===== src/arv_pkg.sv =====
// Shared types, constants and CORDIC angle table for the arc ring strip block.
package arv_pkg;

    typedef struct packed {
        logic signed [15:0] center_x;
        logic signed [15:0] center_y;
        logic [15:0]        inner_radius;
        logic [15:0]        outer_radius;
        logic [16:0]        progress;
        logic [6:0]         max_vertices;
    } arv_in_t;

    typedef struct packed {
        logic signed [15:0] inner_x;
        logic signed [15:0] inner_y;
        logic signed [15:0] outer_x;
        logic signed [15:0] outer_y;
        logic [5:0]         pair_index;
        logic               last;
    } arv_out_t;

    // Commands from the controller to the datapath
    typedef struct packed {
        logic       load;
        logic       div_step;
        logic       cordic_init;
        logic       cordic_step;
        logic       mul;
        logic       place;
        logic       emit;
        logic       advance;
        logic [3:0] idx;
    } arv_cmd_t;

    // Status from the datapath to the controller
    typedef struct packed {
        logic empty;
        logic last_pair;
        logic out_free;
    } arv_sts_t;

    typedef enum logic [2:0] {
        ST_IDLE, ST_CHECK, ST_DIV, ST_INIT, ST_ROT, ST_MUL, ST_PLACE, ST_EMIT
    } arv_state_t;

    localparam int unsigned CORDIC_ITERS = 16;
    localparam int unsigned DIV_CYCLES   = 2;
    localparam logic signed [33:0] CORDIC_GAIN = 34'sd652032874;
    localparam logic [16:0] ONE_TURN = 17'd65536;
    localparam logic [6:0]  MIN_CAP  = 7'd4;

    function automatic logic signed [32:0] atan_turn(input logic [3:0] i);
        logic signed [32:0] a;
        case (i)
            4'd0:    a = 33'sd536870912;
            4'd1:    a = 33'sd316933406;
            4'd2:    a = 33'sd167458907;
            4'd3:    a = 33'sd85004756;
            4'd4:    a = 33'sd42667331;
            4'd5:    a = 33'sd21354465;
            4'd6:    a = 33'sd10679838;
            4'd7:    a = 33'sd5340245;
            4'd8:    a = 33'sd2670163;
            4'd9:    a = 33'sd1335087;
            4'd10:   a = 33'sd667544;
            4'd11:   a = 33'sd333772;
            4'd12:   a = 33'sd166886;
            4'd13:   a = 33'sd83443;
            4'd14:   a = 33'sd41721;
            default: a = 33'sd20861;
        endcase
        return a;
    endfunction

endpackage


===== src/arc_ring_strip_vertices_top.sv =====
// Top level of the arc ring triangle-strip vertex generator.
// Takes one ring request and emits min(STEPS+1, max_vertices/2) inner/outer vertex pairs
// for a clockwise arc from twelve o'clock, or nothing when progress is zero or capacity is
// under four. One request at a time: it is accepted, checked, then constant multiplies
// form the per-step phase increment and its remainder. Each pair then takes a setup,
// 16 iterations of the shared CORDIC rotator, 4 multiply-and-place passes through one
// shared multiplier and an output load. The output load waits while the previous word is
// still unaccepted. A finished word waits in the output register without blocking the next
// request's acceptance.
module arc_ring_strip_vertices_top
    import arv_pkg::*;
#(
    parameter int STEPS = 32
) (
    input  logic     aclk,
    input  logic     aresetn,
    input  logic     s_valid,
    output logic     s_ready,
    input  arv_in_t  s_data,
    output logic     m_valid,
    input  logic     m_ready,
    output arv_out_t m_data
);

    arv_cmd_t cmd;
    arv_sts_t sts;

    arv_ctrl u_ctrl (
        .aclk    (aclk),
        .aresetn (aresetn),
        .s_valid (s_valid),
        .s_ready (s_ready),
        .sts     (sts),
        .cmd     (cmd)
    );

    arv_dp #(
        .STEPS (STEPS)
    ) u_dp (
        .aclk    (aclk),
        .aresetn (aresetn),
        .s_data  (s_data),
        .cmd     (cmd),
        .sts     (sts),
        .m_valid (m_valid),
        .m_ready (m_ready),
        .m_data  (m_data)
    );

endmodule


===== src/arv_ctrl.sv =====
// Controller state machine: sequences division, CORDIC, placement and output.
module arv_ctrl
    import arv_pkg::*;
(
    input  logic     aclk,
    input  logic     aresetn,
    input  logic     s_valid,
    output logic     s_ready,
    input  arv_sts_t sts,
    output arv_cmd_t cmd
);

    arv_state_t state_reg, state_next;
    logic [5:0] cnt_reg, cnt_next;

    // Hold state and step counter
    always_ff @(posedge aclk) begin
        if (!aresetn) begin
            state_reg <= ST_IDLE;
            cnt_reg   <= '0;
        end else begin
            state_reg <= state_next;
            cnt_reg   <= cnt_next;
        end
    end

    // Pick next state and issue commands
    always_comb begin
        state_next = state_reg;
        cnt_next   = cnt_reg;
        cmd        = '0;
        cmd.idx    = cnt_reg[3:0];
        s_ready    = 1'b0;
        case (state_reg)
            ST_IDLE: begin
                s_ready = 1'b1;
                if (s_valid) begin
                    cmd.load   = 1'b1;
                    state_next = ST_CHECK;
                end
            end
            ST_CHECK: begin
                cnt_next   = '0;
                state_next = sts.empty ? ST_IDLE : ST_DIV;
            end
            ST_DIV: begin
                cmd.div_step = 1'b1;
                cnt_next     = cnt_reg + 6'd1;
                if (cnt_reg == 6'(DIV_CYCLES - 1)) begin
                    state_next = ST_INIT;
                end
            end
            ST_INIT: begin
                cmd.cordic_init = 1'b1;
                cnt_next        = '0;
                state_next      = ST_ROT;
            end
            ST_ROT: begin
                cmd.cordic_step = 1'b1;
                cnt_next        = cnt_reg + 6'd1;
                if (cnt_reg == 6'(CORDIC_ITERS - 1)) begin
                    cnt_next   = '0;
                    state_next = ST_MUL;
                end
            end
            ST_MUL: begin
                cmd.mul    = 1'b1;
                state_next = ST_PLACE;
            end
            ST_PLACE: begin
                cmd.place = 1'b1;
                cnt_next  = cnt_reg + 6'd1;
                if (cnt_reg[1:0] == 2'd3) begin
                    cnt_next   = '0;
                    state_next = ST_EMIT;
                end else begin
                    state_next = ST_MUL;
                end
            end
            ST_EMIT: begin
                if (sts.out_free) begin
                    cmd.emit = 1'b1;
                    if (sts.last_pair) begin
                        state_next = ST_IDLE;
                    end else begin
                        cmd.advance = 1'b1;
                        state_next  = ST_INIT;
                    end
                end
            end
            default: state_next = ST_IDLE;
        endcase
    end

endmodule


===== src/arv_dp.sv =====
// Datapath: phase divider and accumulator, CORDIC rotator, vertex placement, output word.
module arv_dp
    import arv_pkg::*;
#(
    parameter int STEPS = 32
) (
    input  logic     aclk,
    input  logic     aresetn,
    input  arv_in_t  s_data,
    input  arv_cmd_t cmd,
    output arv_sts_t sts,
    output logic     m_valid,
    input  logic     m_ready,
    output arv_out_t m_data
);

    localparam logic [6:0]  STEPS_W   = 7'(STEPS);
    localparam logic [6:0]  PAIRS_MAX = 7'(STEPS + 1);
    // 2^16 = STEP_Q0*STEPS + STEP_R0; STEP_M = ceil(2^28/STEPS) for the small quotient
    localparam logic [15:0] STEP_Q0   = 16'(65536 / STEPS);
    localparam logic [5:0]  STEP_R0   = 6'(65536 % STEPS);
    localparam logic [26:0] STEP_M    = 27'((268435456 + STEPS - 1) / STEPS);
    localparam logic [21:0] STEPS_22  = 22'(STEPS);

    arv_in_t            req_reg;
    logic [31:0]        div_reg;
    logic [16:0]        pc_reg;
    logic [21:0]        ny_reg;
    logic [19:0]        nt_reg;
    logic [5:0]         rem_reg;
    logic [5:0]         racc_reg;
    logic [31:0]        phase_reg;
    logic [5:0]         s_reg;
    logic [6:0]         pairs_reg;
    logic signed [33:0] x_reg, y_reg;
    logic signed [32:0] z_reg;
    logic signed [50:0] prod_reg;
    arv_out_t           work_reg;
    arv_out_t           out_reg;
    logic               m_valid_reg;

    logic [16:0]        p_clamp;
    logic [47:0]        ny_prod;
    logic [21:0]        div_rem;
    logic [31:0]        div_quot;
    logic [6:0]         racc_sum;
    logic signed [33:0] dx, dy;
    logic signed [33:0] sn, ncs;
    logic [15:0]        rad;
    logic signed [33:0] trig;
    logic signed [50:0] rounded;
    logic signed [20:0] off;
    logic signed [21:0] pos;
    logic signed [15:0] centre;
    logic signed [15:0] pos_sat;
    logic [6:0]         half_cap;

    assign p_clamp  = (s_data.progress > ONE_TURN) ? ONE_TURN : s_data.progress;
    assign half_cap = {1'b0, s_data.max_vertices[6:1]};
    assign racc_sum = {1'b0, racc_reg} + {1'b0, rem_reg};
    assign dx       = y_reg >>> cmd.idx;
    assign dy       = x_reg >>> cmd.idx;

    // Split p*2^16/STEPS into p*STEP_Q0 plus the quotient of p*STEP_R0 by STEPS
    assign ny_prod  = 48'(ny_reg) * 48'(STEP_M);
    assign div_rem  = ny_reg - 22'(nt_reg) * STEPS_22;
    assign div_quot = 32'(pc_reg) * 32'(STEP_Q0) + 32'(nt_reg);

    // Map the first-quadrant rotation to the phase quadrant
    always_comb begin
        case (phase_reg[31:30])
            2'd0:    begin ncs = -x_reg; sn = y_reg;  end
            2'd1:    begin ncs = y_reg;  sn = x_reg;  end
            2'd2:    begin ncs = x_reg;  sn = -y_reg; end
            default: begin ncs = -y_reg; sn = -x_reg; end
        endcase
    end

    // Select radius and trig term for the field in work
    assign rad     = cmd.idx[1] ? req_reg.outer_radius : req_reg.inner_radius;
    assign trig    = cmd.idx[0] ? ncs : sn;
    assign centre  = cmd.idx[0] ? req_reg.center_y : req_reg.center_x;
    assign rounded = (prod_reg + 51'sd536870912) >>> 30;
    assign off     = rounded[20:0];
    assign pos     = 22'(centre) + 22'(off);

    // Saturate the placed coordinate to 16 bits
    always_comb begin
        if (pos > 22'sd32767) begin
            pos_sat = 16'sh7fff;
        end else if (pos < -22'sd32768) begin
            pos_sat = 16'sh8000;
        end else begin
            pos_sat = pos[15:0];
        end
    end

    assign sts.empty     = (req_reg.progress == '0) || (req_reg.max_vertices < MIN_CAP);
    assign sts.last_pair = ({1'b0, s_reg} + 7'd1) == pairs_reg;
    assign sts.out_free  = !m_valid_reg || m_ready;

    // Datapath registers, no reset needed
    always_ff @(posedge aclk) begin
        if (cmd.load) begin
            req_reg   <= s_data;
            pc_reg    <= p_clamp;
            ny_reg    <= 22'(23'(p_clamp) * 23'(STEP_R0));
            rem_reg   <= '0;
            racc_reg  <= '0;
            phase_reg <= '0;
            s_reg     <= '0;
            pairs_reg <= (half_cap < PAIRS_MAX) ? half_cap : PAIRS_MAX;
        end
        // Form the per-step phase increment and its remainder
        if (cmd.div_step) begin
            if (!cmd.idx[0]) begin
                nt_reg <= ny_prod[47:28];
            end else begin
                rem_reg <= div_rem[5:0];
                div_reg <= div_quot;
            end
        end
        if (cmd.cordic_init) begin
            x_reg <= CORDIC_GAIN;
            y_reg <= '0;
            z_reg <= {3'b0, phase_reg[29:0]};
        end
        // Rotate one CORDIC iteration
        if (cmd.cordic_step) begin
            if (!z_reg[32]) begin
                x_reg <= x_reg - dx;
                y_reg <= y_reg + dy;
                z_reg <= z_reg - atan_turn(cmd.idx);
            end else begin
                x_reg <= x_reg + dx;
                y_reg <= y_reg - dy;
                z_reg <= z_reg + atan_turn(cmd.idx);
            end
        end
        if (cmd.mul) begin
            prod_reg <= 51'($signed({1'b0, rad}) * trig);
        end
        if (cmd.place) begin
            case (cmd.idx[1:0])
                2'd0:    work_reg.inner_x <= pos_sat;
                2'd1:    work_reg.inner_y <= pos_sat;
                2'd2:    work_reg.outer_x <= pos_sat;
                default: work_reg.outer_y <= pos_sat;
            endcase
            work_reg.pair_index <= s_reg;
            work_reg.last       <= sts.last_pair;
        end
        if (cmd.emit) begin
            out_reg <= work_reg;
        end
        // Advance phase by the quotient, carrying the remainder
        if (cmd.advance) begin
            s_reg <= s_reg + 6'd1;
            if (racc_sum >= STEPS_W) begin
                racc_reg  <= 6'(racc_sum - STEPS_W);
                phase_reg <= phase_reg + div_reg + 32'd1;
            end else begin
                racc_reg  <= racc_sum[5:0];
                phase_reg <= phase_reg + div_reg;
            end
        end
    end

    // Hold output valid until the word is taken
    always_ff @(posedge aclk) begin
        if (!aresetn) begin
            m_valid_reg <= 1'b0;
        end else if (cmd.emit) begin
            m_valid_reg <= 1'b1;
        end else if (m_ready) begin
            m_valid_reg <= 1'b0;
        end
    end

    assign m_valid = m_valid_reg;
    assign m_data  = out_reg;

endmodule

===== config.mk =====
export PLATFORM = sky130hd
export DESIGN_NAME = arc_ring_strip_vertices_top
export DESIGN_NICKNAME = d
export VERILOG_FILES = /design/src/arv_pkg.sv /design/src/arc_ring_strip_vertices_top.sv /design/src/arv_ctrl.sv /design/src/arv_dp.sv
export SDC_FILE = /design/constraint.sdc
export NUM_CORES = 2
export LEC_CHECK = 0
export BUFFER_PORTS_ARGS = -buffer_cell sky130_fd_sc_hd__buf_2
export CORE_ASPECT_RATIO = 1.4
export CORE_MARGIN = 2
export CORE_UTILIZATION = 45
export CTS_BUF_LIST = sky130_fd_sc_hd__clkbuf_8
export DETAILED_ROUTE_END_ITERATION = 12
export RECOVER_POWER = 50
export SYNTH_ARGS = -nofsm -noshare
export SYNTH_HDL_FRONTEND = slang
export SYNTH_SLANG_ARGS = --single-unit
export TNS_END_PERCENT = 100

===== constraint.sdc =====
create_clock -name aclk -period 22.5 [get_ports aclk]
set_input_delay 3.375 -clock aclk [delete_from_list [all_inputs] [get_ports aclk]]
set_output_delay 3.375 -clock aclk [all_outputs]
set_load 0.01 [all_outputs]

-- Word-level counts from Yosys, hierarchy flattened
Memory sizes are Yosys's and may differ from the RTL's. A register that Yosys moved wholly into a read port is not among the register bits.
Index checks and enable logic that the tools add are counted.
- flip-flop bits (word level): 483
- bits in read-only memories: 960
- input bits: 92
- output and inout bits: 73
- memories kept: 2
- add/sub/neg operators: 17
- multipliers: 1
- order comparisons: 6
- equal/unequal tests: 19
- shifts and indexed selects: 2
- mux-type cells: 58
- bitwise logic cells: 1
- reduce and logical (&&, ||, !) cells: 19
- memory list (name ; depth ; width ; rd ports ; clocked after Yosys merged registers in ; wr ports ; line ; source):
    (no name shown) ; 16 ; 30 ; 1 ; 1 ; 0 ; arv_pkg.sv:54 ; case (i)
    (no name shown) ; 16 ; 30 ; 1 ; 1 ; 0 ; arv_pkg.sv:54 ;
- operators with widths (kind ; number):
    34-bit 2-to-1 mux ; 7
    33-bit 2-to-1 mux ; 7
    34-bit one-hot mux with 3 select lines ; 2
    32-bit 2-to-1 mux ; 3
    34-bit adder ; 2
    34-bit negation ; 2
    34-bit by 4-bit >>> shifter with 34-bit output ; 2
    34-bit subtractor ; 2
    16-bit 2-to-1 mux ; 4
    6-bit 2-to-1 mux ; 9
    51-bit by 31-bit adder with 51-bit output, second input constant ; 1
    17-bit by 34-bit multiplier with 51-bit output ; 1
    33-bit adder ; 1
    33-bit subtractor ; 1
    32-bit by 1-bit adder with 32-bit output, second input constant ; 1
    32-bit by 28-bit adder with 32-bit output ; 1
    3-bit one-hot mux with 8 select lines ; 1
    6-bit one-hot mux with 4 select lines ; 1
    16-bit by 21-bit adder with 22-bit output ; 1
    22-bit by 16-bit > comparator with 1-bit output, second input constant ; 1
    22-bit by 16-bit less-than comparator with 1-bit output, second input constant ; 1
    17-bit > comparator, second input constant ; 1
    17-bit logical NOT ; 1
    4-bit 2-to-1 mux ; 4
    31 further kinds ; 66

-- Logic depth before layout (Yosys ltp)
- depth after elaboration: 6
- depth in mapped cells: 38
- mapped depth without buffers: 33

-- Cells and area by module
From an unflattened synthesis, not the netlist that was laid out.
- cells, all modules: 5165
- area, all modules: 50244.4 µm²
- by module, submodules not included (module ; times used ; cells each ; area each (µm²)):
    arv_dp ; 1 ; 5077 ; 49515.0
    arv_ctrl ; 1 ; 88 ; 729.4

-- Worst setup path after synthesis
No wires, ideal clock.
- kind: register to register
- start: register u_dp.y_reg[3]
- end: register u_dp.prod_reg[47], data pin
- setup time: 0.259 ns
- arrival: 9.145 ns
- path slack: 13.097 ns
- cell stages (with the launch flop): 32
- buffers on the path: 2
- clock period less this slack: 9.403 ns
- cell sequence: edfxtp_1 > clkbuf_1 > nor4_1 > nand3b_1 > or3_1 > or4_1 > or4_1 > o41ai_1 > xnor2_1 > nor2_1 > a311oi_1 > clkbuf_1 > nand2_1 > fa_1 > fa_1 > fa_1 > inv_1 > fa_1 > fa_1 > inv_1 > fa_1 > inv_1 > ha_1 > a21o_1 > a21o_1 > a221o_1 > a21oi_1 > o21ai_0 > o41ai_1 > o21bai_1 > a21oi_1 > xnor2_1
- cells in the longest elaborated chain, start to end: 4
- RTL lines (what ; line ; source):
    start: declaration ; arv_dp.sv:35 ; logic signed [33:0] x_reg, y_reg;
    start signal: assignment ; arv_dp.sv:132 ; y_reg <= y_reg + dy;
    start signal: assignment ; arv_dp.sv:136 ; y_reg <= y_reg - dy;
    34-bit negation ; arv_dp.sv:74, arv_dp.sv:75 ;
    34-bit one-hot mux with 3 select lines ; arv_dp.sv:71 ; case (phase_reg[31:30])
    34-bit 2-to-1 mux (*) ; arv_dp.sv:81 ; assign trig = cmd.idx[0] ? ncs : sn;
    17-bit by 34-bit multiplier with 51-bit output (*) ; arv_dp.sv:141 ; prod_reg <= 51'($signed({1'b0, rad}) * trig);
    end signal: assignment ; arv_dp.sv:141 ;
    end: declaration ; arv_dp.sv:37 ; logic signed [50:0] prod_reg;
Mark *: on every way between the ends. The rest lies on a longest branch, timed or not.
A chain may end at the register's enable or synchronous reset.

-- Worst setup path after layout
- start: register u_ctrl.cnt_reg[1]
- end: register u_dp.x_reg[33], data pin
- cells in the longest elaborated chain, start to end: 4
- RTL lines (what ; line ; source):
    start: declaration ; arv_ctrl.sv:14 ; logic [5:0] cnt_reg, cnt_next;
    start signal: assignment ; arv_ctrl.sv:23 ; cnt_reg <= cnt_next;
    34-bit by 4-bit >>> shifter with 34-bit output (*) ; arv_dp.sv:61 ; assign dx = y_reg >>> cmd.idx;
    34-bit subtractor or 34-bit adder (tied branches) ; arv_dp.sv:131, arv_dp.sv:135 ;
    34-bit 2-to-1 mux (*) ; arv_dp.sv:130 ; if (!z_reg[32]) begin
    34-bit 2-to-1 mux (*) ; arv_dp.sv:129 ; if (cmd.cordic_step) begin
    end signal: assignment ; arv_dp.sv:131 ; x_reg <= x_reg - dx;
    end signal: assignment ; arv_dp.sv:135 ; x_reg <= x_reg + dx;
    end: declaration ; arv_dp.sv:35 ;
Marked as above.

==> flow_summary.rst <==
.. list-table::
   :header-rows: 1

   * - Metric
     - Value
   * - Outcome
     - finished, violations left
   * - Violations in the final reports
     - max-capacitance violations, max-slew violations
   * - Fmax
     - 82.1 MHz
   * - Effective utilization at floorplan
     - a little under half
   * - Placer Congestion
     - a little under 0.9
   * - Relative slew slack
     - -160%
   * - Number of buffer cells added on primary ports
     - 163
   * - Combined flip-flop and latch cell area
     - 14000 um2
   * - Count of state elements after synthesis
     - 481
   * - Final count of negative-setup-slack endpoints
     - 0
   * - Clock latency reported for the late side of the worst-skew pair
     - 0.75 ns
   * - Pin count of the biggest net entering global routing
     - 86
   * - Average instance area after synthesis
     - 9.61 um2
   * - Max_cap viols
     - 14
   * - Clock transition at the register clock pins on the worst setup and hold paths after CTS
     - 0.06 ns
   * - Crit path launch type
     - flop
   * - Worst-margin pin slew
     - approximately 3.9 ns
   * - Clock tree from TritonCTS
     - yes
   * - Antenna Violating Nets Remaining
     - 0
   * - Final min period
     - ~12 ns
   * - Endpoint of the most critical register-to-register path
     - u_dp.x_reg[33]
   * - Top post-synthesis cells by area
     - edfxtp_1 (26%), fa_1 (21%), ha_1 (7.0%), inv_1 (4.9%), nand2_1 (4.9%)
   * - Max clock buf depth
     - 3
   * - Wire length reported by the detailed router
     - 135000 um
   * - Y dimension of the die
     - 400 um
   * - Worst-case reg-to-reg path depth
     - 20
   * - Data arrival time of the critical path
     - around 13 ns
   * - Pre-antenna DRT Iters
     - 7
   * - Number of rows created at floorplan
     - approximately 150
   * - Crit path cell chain
     - clkbuf_1 -> clkbuf_1 -> inv_1 -> mux2_2 -> a31oi_1 -> a211oi_1 -> nand4_1 -> nor2_1 -> a31oi_1 -> xor2_1 -> ha_1 -> nand3_1 -> or2_2 -> a211oi_1 -> o31ai_1 -> o21ai_0 -> nand3_1 -> nand2_1 -> xnor2_1 -> nor2_1
   * - Half-perimeter wire length after placement
     - 99100 um
   * - Largest fanout on the critical path
     - 67
   * - Share of the yosys chip area belonging to registers
     - 27.8%
   * - Root cell of the clock tree
     - clkbuf_8
   * - Die X
     - approximately 290 um
   * - # clock sinks
     - 481
   * - Post-layout net count
     - slightly above 6000
   * - Number of buffers inserted to repair setup after CTS
     - 0
   * - Post-synthesis cell count
     - 5239
   * - Synth top cells by count
     - inv_1 (659), nand2_1 (655), fa_1 (521)
   * - Max reg flops
     - 86
   * - Hold path cells
     - 0
   * - Count of cells resized by post-cts repair
     - 0
   * - Number of H-tree branching levels
     - 3
   * - Worst hold path class
     - flop to flop
   * - Multi-input gate area
     - 33000 um2
   * - Final Max Slew Viols
     - a little under 600
   * - Die area
     - 115000 um2
   * - Post-synthesis net count
     - 6134
   * - Via count
     - between 30000 and 40000
   * - Via count of the first global-routing pass
     - 39500
   * - Top-area cell type share of the netlist area
     - 25.9%
   * - Setup TNS Final
     - 0 ns
   * - Longest individual stage delay on the worst path
     - 2.88 ns
   * - Synth-to-layout area growth
     - 7.74%
   * - Number of endpoints with negative hold slack in the final report
     - 0
   * - Number of buffers added to fix hold violations after cts
     - 0
   * - Number of distinct standard cells referenced by the synthesized netlist
     - 82
   * - Launch instance of the worst min-delay path
     - u_dp.pc_reg[7]
   * - Post-synth ARST share
     - 0%
   * - Leading register cell type out of synthesis
     - edfxtp_1
   * - Critical Path RT
     - between 20 and 25 ns
   * - Count of flip-flops with a built-in enable after synthesis
     - about 440
   * - First-pass GRT wire length
     - 215000 um
   * - Final-layout fill cell count
     - 10400
   * - Detailed-route DRC error count
     - 0
   * - Combined area of all synthesized cells
     - 50300 um2
   * - Number of top-level pins
     - 165
   * - Setup repair after global routing missed its margin
     - false
   * - Routed len/inst
     - between 15 and 20 um
   * - Beginning of the worst register-to-register path
     - u_ctrl.cnt_reg[1]
   * - Most frequent cell after synthesis
     - inv_1
   * - Number of DRC markers in iteration 0
     - roughly 2100
   * - Initial antenna violation count
     - 4
   * - Cell at the slowest stage of the critical path
     - clkbuf_1
   * - Total overflow reported by the global router
     - 0
   * - Warnings, synthesis
     - 0
   * - Core Footprint
     - 111000 um2
   * - Endpoint type of the worst setup path
     - flop
   * - Detailed-route vias per instance
     - approximately 5.6
   * - Final period utilization
     - 54.2%
   * - Hold Crit Endpoint
     - u_dp.div_reg[18]
   * - Minimum setup slack among reg-to-reg paths
     - about 10 ns
   * - Number of buffers inserted during clock tree synthesis
     - 79
   * - Class of the most critical setup path
     - flop to flop
   * - Share of post-route cells with drive strength above 1
     - 8.93%
   * - Cell type contributing the most total cell area after synthesis
     - edfxtp_1
   * - Overall fraction of global-route tracks in use
     - 23.9%
   * - Worst setup skew after layout
     - 0.0500 ns
[cell usage in the layout, fill, tap and decap left out, types with 54 or more instances in the layout]
cell type	Yosys	final
a21o_1	89	89
a21oi_1	303	303
and2_1	115	112
buf_2	25	140
buf_4	2	65
clkbuf_8	0	83
edfxtp_1	435	435
fa_1	521	521
ha_1	282	282
inv_1	659	678
mux2_2	55	54
mux2i_1	60	56
mux4_2	66	66
nand2_1	655	655
nand3_1	88	88
nor2_1	346	345
nor2b_1	103	103
nor3_1	67	64
o21ai_0	191	191
xnor2_1	189	189
xor2_1	143	143
[layer usage]
metal	up-vias	global-route usage (%)	share of wire, %
met3	314	2.95	5.3
met4	2	11.2	4.6
met5	-	0	0.0096
met2	1081	41.8	50
met1	19200	29.3	40
li1	17900	-	-
[final cells by class]
| class | instances | share of cell area, % |
|---|---|---|
| Antenna cell | 3 | 0.0138 |
| Clock buffer | 83 | 2.11 |
| Clock inverter | 62 | 0.817 |
| Tap cell | 1470 | 3.39 |
| Multi-Input combinational cell | 3847 | 60.9 |
| Sequential cell | 481 | 25.8 |
| Timing Repair Buffer | 241 | 2.44 |
| Inverter | 662 | 4.58 |
[cells by family after synthesis]
kind of cell / after synthesis / share of synthesized area, %
adder cells (fa/ha/maj): 803 / 27.7
AND/OR/NAND/NOR: 1620 / 15.0
flip-flops: 481 / 27.8
XOR/XNOR: 332 / 5.78
AO/OA/AOI/OAI: 910 / 11.4
multiplexers: 182 / 5.43
buffers and inverters: 911 / 6.94
[how the worst max path moves through the flow]
stage	from	end	slack, ns	cells after the start
final	u_ctrl.cnt_reg[1]	u_dp.x_reg[33]	10.32	20
after global routing	u_ctrl.cnt_reg[1]	u_dp.x_reg[33]	9.26	21
after CTS	u_dp.x_reg[1]	u_dp.prod_reg[47]	11.88	33
after detailed placement	u_dp.x_reg[1]	u_dp.prod_reg[47]	11.89	33
after global placement	u_dp.y_reg[3]	u_dp.prod_reg[47]	11.91	30
after floorplan	u_dp.y_reg[3]	u_dp.prod_reg[47]	13.10	31
[stage by stage]
| step | util [%] | hold WS [ns] | setup slack [ns] | instance area (um2) | instances |
|---|---|---|---|---|---|
| after global routing | 48.8 | 0.417 | 9.26 | 54200 | 6849 |
| after floorplan | - | 0.400 | 13.10 | 50300 | 5239 |
| after CTS | 48.9 | 0.407 | 11.88 | 54400 | 6846 |
| final | 48.8 | 0.412 | 10.32 | 54200 | 6849 |
| after global placement | 47.5 | 0.400 | 11.91 | 52800 | 6701 |
| after detailed placement | 47.5 | 0.405 | 11.89 | 52800 | 6701 |
[critical path, delay by kind of cell, from the launching register on]
| family | cells | cell delay (ns) |
|---|---|---|
| buffers and inverters | 3 | 6.00 |
| AOI/OAI and AO/OA | 6 | 1.88 |
| DFF | 1 | 1.40 |
| and+or+nand+nor | 7 | 1.24 |
| muxes | 1 | 0.50 |
| adders and majority gates | 1 | 0.44 |
| xor gates and xnor gates | 2 | 0.30 |
Power is left out: the tool's default activity adds up to more than one toggle a clock period on the data nets, which glitch-free logic cannot reach.
